$ cat src/pkdlp_pkg.sv
// Package with the types and constants shared by the key debounce and long-press unit.
`timescale 1ns / 1ps
`default_nettype none
package pkdlp_pkg;

  localparam int unsigned KEY_W = 6;
  localparam int unsigned CODE_W = 3;
  localparam int unsigned DEB_W = 8;
  localparam int unsigned ELAPSED_W = 16;
  localparam int unsigned CFG_IDX_W = 2;
  localparam int unsigned CFG_DATA_W = 16;

  localparam logic [CFG_IDX_W-1:0] CFG_DEBOUNCE = 2'd0;
  localparam logic [CFG_IDX_W-1:0] CFG_LONG_TICKS = 2'd1;
  localparam logic [CFG_IDX_W-1:0] CFG_LONG_MASK = 2'd2;

  localparam logic [DEB_W-1:0] DEBOUNCE_RST = 8'd5;
  localparam logic [ELAPSED_W-1:0] LONG_TICKS_RST = 16'd1000;
  localparam logic [KEY_W-1:0] LONG_MASK_RST = 6'd32;
  localparam logic [ELAPSED_W-1:0] ELAPSED_MAX = 16'hFFFF;

  typedef enum logic [1:0] {
    PH_IDLE     = 2'd0,
    PH_DEBOUNCE = 2'd1,
    PH_HOLD     = 2'd2
  } phase_t;

  typedef struct packed {
    logic [DEB_W-1:0]     debounce_ticks;
    logic [ELAPSED_W-1:0] long_press_ticks;
    logic [KEY_W-1:0]     long_press_mask;
  } cfg_t;

  typedef struct packed {
    logic              vld;
    logic [CODE_W-1:0] key_code;
    logic              long_press;
  } res_t;

endpackage
`default_nettype wire

$ cat src/priority_key_debounce_long_press_unit.sv
// Top level of the priority key debounce and long-press unit.
`timescale 1ns / 1ps
`default_nettype none
// Each input beat is one tick carrying the pressed levels of the keys; the lowest-index pressed
// key is tracked, checked again after the debounce time and reported once on release, with a
// long flag when its mask bit is set and the elapsed ticks exceeded the threshold. One beat is
// taken every cycle unless the input stage stalls: a beat is registered, then handled by the state
// machine, and a result is written to the output register when its releasing beat is handled. The
// input stage only stalls when a beat is held in the input register while a
// result beat is still waiting at the output. Registers are written through the cfg_ port,
// which is always ready; indexes beyond the list are ignored.
module priority_key_debounce_long_press_unit #(
  parameter int unsigned NUM_KEYS = 6
) (
  input  wire logic                              clk,
  input  wire logic                              rst_n,
  input  wire logic                              in_valid,
  output logic                                   in_ready,
  input  wire logic [pkdlp_pkg::KEY_W-1:0]       in_pressed_keys,
  output logic                                   out_valid,
  input  wire logic                              out_ready,
  output logic [pkdlp_pkg::CODE_W-1:0]           out_key_code,
  output logic                                   out_long_press,
  input  wire logic                              cfg_valid,
  output logic                                   cfg_ready,
  input  wire logic [pkdlp_pkg::CFG_IDX_W-1:0]   cfg_index,
  input  wire logic [pkdlp_pkg::CFG_DATA_W-1:0]  cfg_wdata
);

  pkdlp_pkg::cfg_t                   cfg_r;
  logic                              stg_vld_r;
  logic [pkdlp_pkg::KEY_W-1:0]       stg_keys_r;
  logic                              out_vld_r;
  logic [pkdlp_pkg::CODE_W-1:0]      out_code_r;
  logic                              out_long_r;
  logic                              advance;
  pkdlp_pkg::res_t                   res;

  assign cfg_ready = 1'b1;
  assign advance = !stg_vld_r || !out_vld_r || out_ready;
  assign in_ready = advance;
  assign out_valid = out_vld_r;
  assign out_key_code = out_code_r;
  assign out_long_press = out_long_r;

  always_ff @(posedge clk) begin
    if (!rst_n) begin
      cfg_r.debounce_ticks   <= pkdlp_pkg::DEBOUNCE_RST;
      cfg_r.long_press_ticks <= pkdlp_pkg::LONG_TICKS_RST;
      cfg_r.long_press_mask  <= pkdlp_pkg::LONG_MASK_RST;
    end else if (cfg_valid && cfg_ready) begin
      case (cfg_index)
        pkdlp_pkg::CFG_DEBOUNCE:   cfg_r.debounce_ticks <= cfg_wdata[pkdlp_pkg::DEB_W-1:0];
        pkdlp_pkg::CFG_LONG_TICKS: cfg_r.long_press_ticks <= cfg_wdata;
        pkdlp_pkg::CFG_LONG_MASK:  cfg_r.long_press_mask <= cfg_wdata[pkdlp_pkg::KEY_W-1:0];
        default: ;
      endcase
    end
  end

  always_ff @(posedge clk) begin
    if (!rst_n) begin
      stg_vld_r <= 1'b0;
    end else if (advance) begin
      stg_vld_r <= in_valid;
    end
  end

  always_ff @(posedge clk) begin
    if (in_valid && in_ready) begin
      stg_keys_r <= in_pressed_keys;
    end
  end

  pkdlp_fsm #(
    .NUM_KEYS (NUM_KEYS)
  ) u_fsm (
    .clk    (clk),
    .rst_n  (rst_n),
    .step   (stg_vld_r && advance),
    .levels (stg_keys_r),
    .cfg    (cfg_r),
    .res    (res)
  );

  always_ff @(posedge clk) begin
    if (!rst_n) begin
      out_vld_r <= 1'b0;
    end else if (res.vld) begin
      out_vld_r <= 1'b1;
    end else if (out_ready) begin
      out_vld_r <= 1'b0;
    end
  end

  always_ff @(posedge clk) begin
    if (res.vld) begin
      out_code_r <= res.key_code;
      out_long_r <= res.long_press;
    end
  end

  a_code_range: assert property (@(posedge clk) disable iff (!rst_n)
    out_valid |-> (out_key_code <= 3'd5))
    else $error("Result beat carries a key code beyond the last key.");

  a_stall_cause: assert property (@(posedge clk) disable iff (!rst_n)
    !in_ready |-> (stg_vld_r && out_vld_r && !out_ready))
    else $error("Input held off without a blocked result beat.");

  a_result_lands: assert property (@(posedge clk) disable iff (!rst_n)
    res.vld |=> out_valid)
    else $error("A released key did not reach the output register.");

  a_result_needs_beat: assert property (@(posedge clk) disable iff (!rst_n)
    res.vld |-> (stg_vld_r && advance))
    else $error("Result produced without a registered input beat.");

endmodule
`default_nettype wire

$ cat src/pkdlp_fsm.sv
// Tracking state machine: key scan, debounce check, hold timing and release result.
`timescale 1ns / 1ps
`default_nettype none
module pkdlp_fsm #(
  parameter int unsigned NUM_KEYS = 6
) (
  input  wire logic                         clk,
  input  wire logic                         rst_n,
  input  wire logic                         step,
  input  wire logic [pkdlp_pkg::KEY_W-1:0]  levels,
  input  wire pkdlp_pkg::cfg_t              cfg,
  output pkdlp_pkg::res_t                   res
);

  localparam int unsigned SCAN_KEYS =
    (NUM_KEYS < pkdlp_pkg::KEY_W) ? NUM_KEYS : pkdlp_pkg::KEY_W;
  localparam logic [pkdlp_pkg::KEY_W-1:0] SCAN_MASK =
    pkdlp_pkg::KEY_W'((1 << SCAN_KEYS) - 1);

  pkdlp_pkg::phase_t                 phase_r, phase_nxt;
  logic [pkdlp_pkg::CODE_W-1:0]      key_r, key_nxt;
  logic [pkdlp_pkg::ELAPSED_W-1:0]   elapsed_r, elapsed_nxt, elapsed_inc;
  logic [pkdlp_pkg::KEY_W-1:0]       scan;
  logic [7:0]                        scan_ext;
  logic [7:0]                        mask_ext;
  logic                              tracked_down;
  logic                              any_down;
  logic [pkdlp_pkg::CODE_W-1:0]      first_key;

  assign scan = levels & SCAN_MASK;
  assign scan_ext = {2'b00, scan};
  assign mask_ext = {2'b00, cfg.long_press_mask};
  assign tracked_down = scan_ext[key_r];
  assign any_down = |scan;
  assign elapsed_inc = (elapsed_r == pkdlp_pkg::ELAPSED_MAX) ? elapsed_r
                                                              : elapsed_r + 1'b1;

  always_comb begin
    first_key = '0;
    for (int k = pkdlp_pkg::KEY_W - 1; k >= 0; k--) begin
      if (scan[k]) begin
        first_key = pkdlp_pkg::CODE_W'(k);
      end
    end
  end

  always_ff @(posedge clk) begin
    if (!rst_n) begin
      phase_r   <= pkdlp_pkg::PH_IDLE;
      key_r     <= '0;
      elapsed_r <= '0;
    end else if (step) begin
      phase_r   <= phase_nxt;
      key_r     <= key_nxt;
      elapsed_r <= elapsed_nxt;
    end
  end

  always_comb begin
    phase_nxt      = phase_r;
    key_nxt        = key_r;
    elapsed_nxt    = elapsed_r;
    res.vld        = 1'b0;
    res.key_code   = key_r;
    res.long_press = mask_ext[key_r] && (elapsed_inc > cfg.long_press_ticks);
    case (phase_r)
      pkdlp_pkg::PH_DEBOUNCE: begin
        elapsed_nxt = elapsed_inc;
        if (elapsed_inc >= {8'd0, cfg.debounce_ticks}) begin
          phase_nxt = tracked_down ? pkdlp_pkg::PH_HOLD : pkdlp_pkg::PH_IDLE;
        end
      end
      pkdlp_pkg::PH_HOLD: begin
        elapsed_nxt = elapsed_inc;
        if (!tracked_down) begin
          res.vld   = step;
          phase_nxt = pkdlp_pkg::PH_IDLE;
        end
      end
      default: begin
        phase_nxt = pkdlp_pkg::PH_IDLE;
        if (any_down) begin
          key_nxt     = first_key;
          elapsed_nxt = '0;
          phase_nxt   = pkdlp_pkg::PH_DEBOUNCE;
        end
      end
    endcase
  end

endmodule
`default_nettype wire

$ cat config.mk
export PLATFORM = sky130hd
export DESIGN_NAME = priority_key_debounce_long_press_unit
export DESIGN_NICKNAME = d
export VERILOG_FILES = /design/src/pkdlp_pkg.sv /design/src/priority_key_debounce_long_press_unit.sv /design/src/pkdlp_fsm.sv
export SDC_FILE = /design/constraint.sdc
export NUM_CORES = 1
export LEC_CHECK = 0
export ABC_AREA = 1
export CAP_MARGIN = 20
export CORE_UTILIZATION = 50
export CTS_CLUSTER_SIZE = 20
export DETAILED_ROUTE_END_ITERATION = 7
export DONT_BUFFER_PORTS = 1
export PLACE_DENSITY = 0.66
export REMOVE_ABC_BUFFERS = 1
export SLEW_MARGIN = 20
export SYNTH_ARGS = -nofsm -noshare
export SYNTH_HDL_FRONTEND = slang
export SYNTH_SLANG_ARGS = --single-unit
$ cat constraint.sdc
create_clock -name clk -period 3.5 [get_ports clk]
set_input_delay 0.175 -clock clk [delete_from_list [all_inputs] [get_ports clk]]
set_output_delay 0.175 -clock clk [all_outputs]
set_load 0.03 [all_outputs]
### Yosys cells after proc, flatten, opt, wreduce, memory -nomap -nowiden

Index checks and enable logic that the tools add are counted.

| cells by class | value |
|---|---|
| $add $sub $neg | 1 |
| magnitude comparators | 3 |
| equality and inequality tests | 7 |
| mux-type cells | 22 |
| bitwise gates (word level) | 1 |
| reduce and logical (&&, ||, !) cells | 18 |

Operators by type and width:

| operator | count |
|---|---|
| $mux 16 | 3 |
| $mux 3 | 6 |
| $add 16x1->16 const B | 1 |
| $eq 16x16->1 const B | 1 |
| $ge 16x8->1 | 1 |
| $gt 16x16->1 | 1 |
| $reduce_and 2->1 | 4 |
| $mux 1 | 7 |
| $bmux 1 s3 | 2 |
| $mux 2 | 3 |
| $reduce_and 3->1 | 2 |
| $reduce_or 6->1 | 1 |
| $eq 2x1->1 const B | 2 |
| $eq 2x2->1 const B | 2 |
| $lt 3x4->1 const B | 1 |
| $pmux 2 s2 | 1 |
| $reduce_bool 2->1 | 2 |
| $logic_and 1x1->1 | 3 |
| $logic_not 1->1 | 2 |
| $logic_not 2->1 | 1 |
| $logic_or 1x1->1 | 2 |
| $ne 2x1->1 const B | 1 |
| $ne 2x2->1 const B | 1 |
| $reduce_or 2->1 | 1 |
| $not 1->1 | 1 |

| storage, ports and cells | value |
|---|---|
| register bits | 63 |
| bits of input ports | 29 |
| output and inout bits | 7 |
| logic and storage cells | 63 |

### Longest topological paths before layout

Gate-level depths: netlist (run 1).

| logic depth | value |
|---|---|
| depth after elaboration | 7 |
| gate-level depth with buffers | 23 |
| gate-level depth less buffers | 23 |

### Modules after synthesis

Synthesis (run 1) repeated with hierarchy kept, for this count alone.

| second synthesis, totals | value |
|---|---|
| cells, all modules | 543 |
| area total of the unflattened synthesis | 3,773.6 um2 |

Modules (own cells, without submodules):

| module | times used | cells each | area each (um2) | seq. area each (um2) |
|---|---|---|---|---|
| pkdlp_fsm | 1 | 341 | 2,145.8 | 420.4 |
| priority_key_debounce_long_press_unit | 1 | 202 | 1,627.8 | 940.9 |

### Worst setup path after synthesis (run 1)

Ideal clock, no wire load.

| timing | value |
|---|---|
| path kind | reg2reg |
| start point | register u_fsm.elapsed_r[0] (netlist name) |
| end point | register u_fsm.phase_r[0] |
| library setup time | 0.115 ns |
| data arrival time | 2.290 ns |
| required time | 3.385 ns |
| slack | 1.095 ns |
| cell stages (with the launch flop) | 20 |
| buffers on the path | 1 |
| clock period less this slack | 2.405 ns |
| cell sequence | dfxtp_1 ha_1 nand3_2 inv_2 nand2_4 clkinv_2 nand3_2 buf_2 nand2_1 ha_1 nand2_1 inv_1 o21ai_0 nand3b_1 nor2_1 nand2_1 nor2_1 nand3_2 a21oi_1 nor2_1 |

| on the way | value |
|---|---|
| word-level cells in the longest chain between the ends | 5 |
| elaborated cells between the ends (all ways) | 6 |
| those cells by class | add/sub (1); order compare (1); eq/ne (2); mux (1); reduce/logical (1) |

RTL lines:

| item | RTL line | source |
|---|---|---|
| start: declaration | pkdlp_fsm.sv:22 | `logic [pkdlp_pkg::ELAPSED_W-1:0] elapsed_r, elapsed_nxt, elapsed_inc;` |
| start signal: assignment | pkdlp_fsm.sv:55 | `elapsed_r <= elapsed_nxt;` |
| $add 16x1->16 / $eq 16x16->1 (equally long branches) | pkdlp_fsm.sv:36, pkdlp_fsm.sv:35 |  |
| $mux 16 (*) | pkdlp_fsm.sv:35 | `assign elapsed_inc = (elapsed_r == pkdlp_pkg::ELAPSED_MAX) ? elapsed_r` |
| $ge 16x8->1 (*) | pkdlp_fsm.sv:69 | `if (elapsed_inc >= {8'd0, cfg.debounce_ticks}) begin` |
| $ne 2x1->1 (no line) (*) | n/a |  |
| $reduce_and 3->1 (no line) (*) | n/a |  |
| end signal: assignment | pkdlp_fsm.sv:49 | `phase_r <= pkdlp_pkg::PH_IDLE;` |
| end signal: assignment | pkdlp_fsm.sv:53 | `phase_r <= phase_nxt;` |
| end: declaration | pkdlp_fsm.sv:20 | `pkdlp_pkg::phase_t phase_r, phase_nxt;` |

Mark *: on every way between the ends. The rest lies on a longest branch, timed or not.
A chain may end at the register's enable or synchronous reset.

### Worst setup path after layout (run 1)

| timing | value |
|---|---|
| start point | register u_fsm.elapsed_r[0] (netlist name) |
| end point | register u_fsm.phase_r[1] |

The elaborated chain is that of the path after synthesis.

==> results.toml, run 1 <==
[die]
die_w_um = 85.8
placementRows = 30
die_h_um = 85.8
initial_utilization = 0.516
die_area_um2 = 7360
io_pins = 36
core-area_um2 = 6790

[routing]
drc = 0
drtPass1Iterations = 4
wl_per_cell_um = 13.4
viasPerCell = 5.10
wl_um = 7760
final_antenna_net_count = 0
drt_iter0_drc = 141
num_vias = 2962

[grt]
grt_pass1_vias = 2873
grt_antenna_before_repair = 0
grt_max_degree = 34
grt_pass1_wl_um = 13000
grt_overflow = 0
track_usage = 0.230

[cts]
tritoncts = "yes"
post_cts_resized = 0
clock_sinks = 63
numCtsBuffers = 9
path_clk_slew_ps = 80
cts_root_buf = "clkbuf_8"
cts_max_level = 3
clock_path_buffers = 2
clkLatencyLatePin_ps = 350

[synthesis]
synth_compound_area_frac = 0.170
synthesis.area_um2 = 3510
synth_ff_type = "dfxtp_1"
syn_inst = 465
seq_area_frac_synth = 0.388
synth_top_area_share = 0.302
async_flop_share = 0
synth_edf_count = 10
synth_top_family_by_area = "simple AND/OR/NAND/NOR gates"
synthMuxAreaShare = 0
yosys_warnings = 0
yosysTopAreaCell = "dfxtp_1"
yosys-top-cells-area = "dfxtp_1, nand2_1, ha_1, edfxtp_1, a21oi_1"
synthSimpleGateAreaFrac = 0.222
synth_xor_area_frac = 0.0250
synth_fa_ha_area_frac = 0.0963
ys_ff_latch = 63
syn_avg_cell_area_um2 = 7.54
synth_cell_types = 37

[job]
cap_violations = 0

[worst_setup_path]
cp_max_fo = 4
regToRegSetupSlack_ps = 760
critPathLaunchType = "flop"
cp-end-kind = "flop"
r2r-end = "u_fsm.phase_r[1]"
crit_path_end = "u_fsm.phase_r[1]"
crit_start = "u_fsm.elapsed_r[0]"
ff2ff_path_depth = 22
r2r-start = "u_fsm.elapsed_r[0]"
required_ps = 3730
critPathKind = "flop to flop"
cp.arrival_ps = 2970

[sta]
fin_tns_setup_ps = 0
maxSlewHeadroom = 0.533
worst_slew_pin_slew_ps = 700
finClkSkew_ps = 16.2
setup_viol = 0
fin_crit_sh = 0.782
rsz0062_at_grt = "false"
hold_violations = 0
period_minus_slack_ps = 2740
timing_max_transition_violations_final = 0
max_freq_ghz = 0.365

[layout]
diodes = 0
fin_nets = 536
finalNonFillerCells = 581
syn_to_final_growth_pct = 11.6
drive_above_1_share = 0.0948
fillers = 631

[worst_hold_path]
hp-class = "primary input to flop"
worstHoldPathCells = 3

[place]
detailed_place_hpwl_um = 5590
dpl.cell_count = 549
routabilityCongestion = 0.891
io_buffer_count = 0

[pwr]
p_per_area_nw_per_um2 = 393
leakage_uw = 0.00171
ir_worst_vdd_mv = 0.270

[run_status]
status = "finished, final reports clean"
==> logic make-up after synthesis <==
logic type                 after synthesis
xor gates and xnor gates                10
other                                    1
adders and majority gates               27
and+or+nand+nor                        169
buffers and inverters                   87
AOI/OAI and AO/OA                      108
DFF                                     63
==> repair_timing <==
action,4_1_cts,5_1_grt
hold endpoints to repair,40,0
buffers inserted,0,0
hold buffers,16,0
==> critical path, cell delays in order (launching register included) <==
cell     delay (ps)
dfxtp_1         400
ha_1            230
nand3_2         120
inv_2            90
nand2_4          60
nor2_2          100
nand2_1         130
xor2_1          330
ha_1            300
inv_1            50
nand2_1          40
nand2_1          50
nand2_1          50
nand2_1          50
nand2_1          40
nand2_1          50
nand2_1          50
nand2_1          70
nand2_1          60
nor2_2           90
nand3_2         100
a21oi_1         140
nor2_1           50
==> how the worst min path moves through the flow <==
stage	startpoint	endpoint	slack [ps]
3_5_place_dp	rst_n	cfg_r[5]	270
5_1_grt	cfg_wdata[15]	cfg_r[21]	30
2_1_floorplan	rst_n	cfg_r[22]	260
4_1_cts	out_ready	out_valid	20
6_report	out_ready	out_valid	20
3_3_place_gp	rst_n	cfg_r[22]	270
==> report_power, final <==
| group | leakage [uW] | switching (uW) | total (uW) | internal [uW] |
|---|---|---|---|---|
| Combinational | 0.00109 | 94.9 | 151 | 56.1 |
| Sequential | 0.000530 | 17.8 | 784 | 766 |
| Clock | 0.0000904 | 278 | 606 | 327 |
| Total | 0.00171 | 391 | 1540 | 1150 |
==> through the flow <==
stage	setup slack, ps	power (uW)	area [um2]	utilization	hold WS (ps)
floorplan	1150	898	3440	-	259
global placement	827	926	3580	0.527	266
CTS	730	1550	3920	0.577	16.9
finish	763	1540	3920	0.576	16.8
global route	446	1600	3920	0.576	29.0
detailed placement	744	930	3580	0.527	271
==> layout by cell type (no fill, tap or decap) <==
cell | synthesis | routed
nand2_1 | 100 | 100
inv_1 | 68 | 68
a21oi_1 | 56 | 56
dfxtp_1 | 53 | 53
o21ai_0 | 33 | 33
ha_1 | 27 | 27
nor2_1 | 20 | 20
dlygate4sd3_1 | 0 | 15
nand3_1 | 14 | 14
edfxtp_1 | 10 | 10
clkbuf_8 | 0 | 9
nand4_1 | 7 | 7
xor2_1 | 7 | 7
o211ai_1 | 7 | 7
nor2_2 | 6 | 6
nand2_2 | 6 | 6
inv_2 | 5 | 5
nand3_2 | 4 | 4
nor2_4 | 4 | 4
nor3_1 | 5 | 4
clkinv_2 | 1 | 3
xnor2_1 | 3 | 3
a211oi_1 | 3 | 3
clkbuf_1 | 7 | 3
a31oi_1 | 2 | 2
o21a_1 | 2 | 2
o2111ai_1 | 1 | 1
nand2_4 | 1 | 1
o21ai_2 | 1 | 1
o21ai_1 | 1 | 1
o221ai_1 | 1 | 1
or3_4 | 1 | 1
nand3b_1 | 1 | 1
nor3_2 | 0 | 1
o21ai_4 | 1 | 1
conb_1 | 1 | 1
clkinvlp_4 | 0 | 1
bufinv_16 | 0 | 1
buf_2 | 3 | 1
buf_4 | 1 | 1
==> synth_stat cells, types with 5 or more instances <==
library cell and number:
nand2_1 100, nand2_2 6, ha_1 27, nand4_1 7, o21ai_0 33, nor2_2 6
clkbuf_1 7, dfxtp_1 53, nand3_1 14, nor3_1 5, edfxtp_1 10, inv_2 5
a21oi_1 56, inv_1 68, xor2_1 7, nor2_1 20, o211ai_1 7
==> area by class of cell <==
type	instances	area, um2	area share
clock inverter	4	47.5	0.0121
sequential	63	1360	0.348
tap	96	120	0.0307
timing repair buffer	17	163	0.0415
clock buffer	12	135	0.0345
inverter	74	279	0.0713
multi-input combinational	315	1810	0.462
==> registers in the layout (all words and copies together) (netlist names), 2 cells and up <==
signal,flops
out_key_code,3
u_fsm.key_r,3
cfg_r,30
u_fsm.phase_r,2
u_fsm.elapsed_r,16
stg_keys_r,6
==> layer usage <==
metal / global-route usage / wire length, um
met2: 0.385 / 3680
met3: 0.0385 / 314
met5: 0 / 0
met1: 0.292 / 3620
met4: 0.102 / 142
No activity file was read; power rests on OpenSTA's default activity.
==> inputs of run 2 (changes only) <==
Clock period 3.5 ns to 2.59 ns, I/O delays scaled along.
==> run 2 against run 1 <==
Sequential power rose by 35%. Combinational power rose by 52%. Largest cell class unchanged. Clock power rose by 59%. Setup slack got worse by 740 ps. Critical endpoint is now out_long_press. Global-route usage rose by 2.2 points. Critical path depth fell by 9. Total power rose by 46%. Worst hold slack got worse by 8.5 ps. Cell count rose by 4.3%. Clock skew fell by 2.2 ps.
==> results.toml, run 2 (same netlist as run 1, synthesis figures left out) <==
[die]
placementRows = 30
initial_utilization = 0.516
io_pins = 36
core-area_um2 = 6790
die_h_um = 85.8
die_area_um2 = 7360
die_w_um = 85.8

[sta]
hold_violations = 0
finClkSkew_ps = 14.0
setup_viol = 0
period_minus_slack_ps = 2560
max_freq_ghz = 0.390
maxSlewHeadroom = 0.401
timing_max_transition_violations_final = 0
fin_crit_sh = 0.990
worst_slew_pin_slew_ps = 895
rsz0062_at_grt = "true"

[worst_setup_path]
worst-path-buf-inv = 2
critPathSlowestCell = "dfxtp_2"
r2r-end = "out_long_press"
critPathKind = "flop to flop"
required_ps = 2680
r2r-start = "u_fsm.elapsed_r[1]"
crit_family = "compound AO/OA/AOI/OAI gates"
cpPeakStageDelay_ps = 360
regToRegSetupSlack_ps = 30
ff2ff_path_depth = 13
cp_max_fo = 3
cp_cell_sequence = "buf_4 -> nand3_2 -> nor2_4 -> buf_4 -> nand2_1 -> xor2_1 -> nand2_1 -> ha_1 -> a21oi_2 -> o21a_1 -> o221ai_1 -> a21oi_1 -> a211oi_2"
cp.arrival_ps = 2650
critPathLaunchType = "flop"
cp-end-kind = "flop"

[layout]
largest-register = "cfg_r"
largest_register_ffs = 30
diodes = 0
drive_above_1_share = 0.161
reg_top3 = "cfg_r x30, u_fsm.elapsed_r x16, stg_keys_r x6"
final_cell_mix = "nand2_1, inv_1, a21oi_1"
syn_to_final_growth_pct = 21.5
utilization = 0.627
fin_nets = 561
mostFrequentLayoutCell = "nand2_1"
finalNonFillerCells = 606

[worst_hold_path]
holdPathEnd = "cfg_r[19]"
worstHoldPathCells = 2
hp-start = "cfg_wdata[13]"
hp-class = "primary input to flop"

[place]
dpl.cell_count = 559
routabilityCongestion = 0.879
detailed_place_hpwl_um = 5830
io_buffer_count = 0

[routing]
drtPass1Iterations = 5
dr_wl_met2_um = 4140
wl_per_cell_um = 14.0
wl_um = 8510
drt_iter0_drc = 141
wl_met1_um = 3850
viasPerCell = 5.19
routed-wl-met3_um = 372
highest_layer = "met4"
num_vias = 3148
drc = 0
final_antenna_net_count = 0

[cts]
tritoncts = "yes"
cts_root_buf = "clkbuf_8"
path_clk_slew_ps = 80
clock_path_buffers = 2
cts_max_level = 3
clkLatencyLatePin_ps = 350
clock_sinks = 63
numCtsBuffers = 9

[pwr]
leakage_uw = 0.00186
total_power_uw = 2250
ir_worst_vdd_mv = 0.403
p_per_area_nw_per_um2 = 529

[run_status]
status = "finished, final reports clean"

[grt]
grt_max_degree = 30
grt_pass1_wl_um = 14100
grt_pass1_vias = 3082
grt_overflow = 0
grt_antenna_before_repair = 0
track_usage = 0.252

[job]
cap_violations = 0
-- run 2: cell count changes in the layout (fill, tap and decap cells not counted), sizes merged --
cell         delta
clkinv          +1
bufinv          +1
dlygate4sd3    +12
buf            +13
clkbuf          -3
clkinvlp        +1
-- run 2: per-layer routing --
metal	vias up	global-route usage
met5	-	0
met4	0	0.111
li1	1605	-
met3	14	0.0626
met2	72	0.431
met1	1457	0.301
-- run 2: through the flow --
| stage | TNS (ps) | area (um2) | worst slack [ps] | hold slack (ps) |
|---|---|---|---|---|
| floorplan | 0 | 3440 | 236 | 214 |
| global placement | 0 | 3650 | 20.0 | 220 |
| detailed placement | -160 | 3650 | -89.9 | 224 |
| CTS | 0 | 4160 | 3.89 | 0.982 |
| global route | -389 | 4260 | -137 | 11.6 |
| finish | 0 | 4260 | 25.5 | 8.29 |
-- run 2: worst reg2reg max path, cell delays in order (launching register included) --
cell,delay [ps]
dfxtp_2,360
buf_4,130
nand3_2,150
nor2_4,160
buf_4,130
nand2_1,60
xor2_1,210
nand2_1,140
ha_1,330
a21oi_2,150
o21a_1,140
o221ai_1,130
a21oi_1,180
a211oi_2,50
-- run 2: worst max path at each step --
stage | from | to | slack, ps | cells past startpoint
floorplan | u_fsm.elapsed_r[0] | u_fsm.phase_r[0] | 240 | 18
global placement | u_fsm.elapsed_r[0] | u_fsm.phase_r[1] | 20 | 22
detailed placement | u_fsm.elapsed_r[0] | u_fsm.phase_r[1] | -90 | 22
CTS | u_fsm.elapsed_r[0] | u_fsm.phase_r[0] | 4 | 23
global route | u_fsm.elapsed_r[1] | u_fsm.phase_r[1] | -140 | 23
finish | u_fsm.elapsed_r[1] | out_long_press | 30 | 13
-- run 2: timing repair --
action | CTS | global route
gates resized for setup | 3 | 22
setup endpoints to repair | 2 | 3
pin swaps | 1 | 7
hold buffers | 27 | 0
buffers inserted | 1 | 3
hold endpoints to repair | 41 | 0
-- run 2: power by group --
part	switching, uW	leakage, uW	internal (uW)
Sequential	24.4	0.000534	1030
Combinational	138	0.00122	90.4
Clock	423	0.000105	543
Total	586	0.00186	1670
-- run 2: final cells by class --
class                           count  area (um2)
Inverter                           74         279
Sequential cell                    63        1370
Fill cell                         607        2530
Clock inverter                      7        97.6
Multi-Input combinational cell    315        1890
Timing Repair Buffer               42         383
Clock buffer                        9         124
Tap cell                           96         120
==> inputs of run 3 (changes only) <==
Settings changed: ABC_AREA 1 to default.
==> run 3 against run 2 <==
The flow now finishes with violations (setup timing). Largest cell class unchanged. Core utilization is 5.0 points higher. Critical path type unchanged. Setup slack worse by 120 ps. Register-to-register slack worse by 120 ps. Combinational power is 15% lower. Total power is 2.2% lower. Non-clock buffer count is 33 higher. Maximum frequency is 4.4% lower. Wire length is 2.6% higher. Critical endpoint unchanged.
==> results.toml, run 3 <==
[run_status]
status = "complete, but fails checks"
failed_checks = "setup timing"

[synthesis]
yosys-top-cells-area = "dfxtp_1, ha_1, edfxtp_1, nand2_1, nor2b_1"
syn_inst = 405
synth_edf_count = 10
synth_ff_type = "dfxtp_1"
synth_cell_types = 48
syn_avg_cell_area_um2 = 8.78
synthesis.area_um2 = 3560
yosysTopAreaCell = "dfxtp_1"
async_flop_share = 0
ys_ff_latch = 63
ys_top_cells_by_count = "dfxtp_1, nand2_1, inv_1, nor2b_1, ha_1"
yosysMostFrequentCell = "dfxtp_1"
yosys_warnings = 0
seq_area_frac_synth = 0.383
synth_top_area_share = 0.298

[sta]
postLayoutSetupSlackWorst_ps = -93.4
worst_slew_pin_slew_ps = 1070
timing_max_transition_violations_final = 0
setup_viol = 3
finClkSkew_ps = 8.73
maxSlewHeadroom = 0.286
period_minus_slack_ps = 2680
hold_violations = 0
rsz0062_at_grt = "true"
hold_ws_ps = 63.9
max_freq_ghz = 0.373
fin_crit_sh = 1.04

[layout]
diodes = 0
reg_top3 = "cfg_r x30, u_fsm.elapsed_r x16, stg_keys_r x6"
final_cell_mix = "nand2_1, dfxtp_1, buf_4"
drive_above_1_share = 0.212
syn_to_final_growth_pct = 30.1
utilization = 0.677
largest-register = "cfg_r"
largest_register_ffs = 30
design_area_um2 = 4630
fin_nets = 528

[pwr]
leakage_uw = 0.00191
ir_worst_vdd_mv = 0.356
p_per_area_nw_per_um2 = 477

[worst_setup_path]
required_ps = 2690
cp.arrival_ps = 2780
regToRegSetupSlack_ps = -90
r2r-end = "out_long_press"
crit_start = "u_fsm.elapsed_r[12]"
r2r-start = "u_fsm.elapsed_r[12]"
ff2ff_path_depth = 12
crit_path_end = "out_long_press"
critPathKind = "flop to flop"
cp-end-kind = "flop"
critPathLaunchType = "flop"
cp_max_fo = 5

[cts]
cts_root_buf = "clkbuf_8"
numCtsBuffers = 9
cts_max_level = 3
tritoncts = "yes"
clock_path_buffers = 2
clock_sinks = 63
clkLatencyLatePin_ps = 350
path_clk_slew_ps = 80

[grt]
grt_max_degree = 57
grt_overflow = 0
grt_pass1_wl_um = 14200
grt_antenna_before_repair = 0
grt_pass1_vias = 2941
track_usage = 0.251

[worst_hold_path]
hp-class = "primary input to flop"
hp-start = "out_ready"

[routing]
drtPass1Iterations = 4
wl_um = 8740
drt_iter0_drc = 166
wl_per_cell_um = 15.2
num_vias = 3057
drc = 0
final_antenna_net_count = 0
viasPerCell = 5.34

[die]
initial_utilization = 0.521
die_h_um = 86.3
die_area_um2 = 7450
io_pins = 36
placementRows = 30
core-area_um2 = 6830
die_w_um = 86.3

[job]
cap_violations = 0

[place]
routabilityCongestion = 0.849
io_buffer_count = 0
dpl_cell_area_um2 = 3940
detailed_place_hpwl_um = 5900
[run 3: changes by cell type after synthesis, moves of 10 or more]
cell / delta
a21boi_0: +10
a21oi_1: -30
mux2i_1: +13
nand2_1: -50
o21ai_0: -24
inv_1: -39
nor2b_1: +29
a22oi_1: +10
[run 3: worst min path at each step]
stage           endpoint  cells past startpoint
3_5_place_dp   cfg_r[22]                      1
2_1_floorplan  cfg_r[22]                      1
5_1_grt         cfg_r[5]                      2
3_3_place_gp    cfg_r[5]                      1
4_1_cts        out_valid                      2
6_report       out_valid                      2
[run 3: kinds of logic (layout without fill, tap and decap cells)]
kind of cell,Yosys count,in the layout,share of synthesized area
AND/OR/NAND/NOR,154,154,0.228
AO/OA/AOI/OAI,83,83,0.153
flip-flops,63,63,0.383
buffers and inverters,48,120,0.0542
adder cells (fa/ha/maj),27,27,0.0950
multiplexers,19,19,0.0619
XOR/XNOR,10,10,0.0246
other,1,1,0.00105
[run 3: area by class of cell]
type                    count  area, um2
flip-flops and latches     63       1370
multi-input cells         294       2170
clock inverters             7       97.6
well taps                  96        120
clock buffers               9        124
fillers                   550       2210
inverters                  29        109
repair buffers             75        643
[run 3: critical path, stage by stage, from the launching register on]
cell and delay, ps:
dfxtp_2 340, nand4_1 200, nor3_4 270, nand3_4 130
mux2_4 350, ha_4 220, nor2b_1 120, o21a_1 160
o21a_1 160, o211ai_1 170, a21oi_1 100, o21ai_1 120
a31oi_1 90
[run 3: power by group]
| group | switching (uW) | internal (uW) |
|---|---|---|
| sequential | 18.1 | 1020 |
| clock | 426 | 543 |
| combinational | 102 | 91.7 |
| total | 546 | 1660 |
[run 3: per-layer routing]
| layer | part of all wire | vias up | track usage |
|---|---|---|---|
| li1 | - | 1564 | - |
| met1 | 0.46 | 1418 | 0.323 |
| met2 | 0.48 | 61 | 0.425 |
| met3 | 0.036 | 14 | 0.0381 |
| met4 | 0.020 | 0 | 0.0955 |
| met5 | 0 | - | 0 |
[run 3: timing repair]
action | 4_1_cts | 5_1_grt
cloned | 0 | 0
setup endpoints to repair | 3 | 3
buffers inserted | 1 | 3
pin swaps | 12 | 11
gates resized for setup | 22 | 11
hold endpoints to repair | 59 | 0
hold buffers | 25 | 0
[run 3: stage by stage]
stage,cells,setup WS (ps),power (uW),TNS [ps]
detailed placement,528,-223,1200,-641
CTS,570,-77.2,2210,-200
floorplan,386,-434,1170,-1050
global route,573,-237,2270,-570
finish,573,-93.4,2200,-195
global placement,528,-155,1200,-423
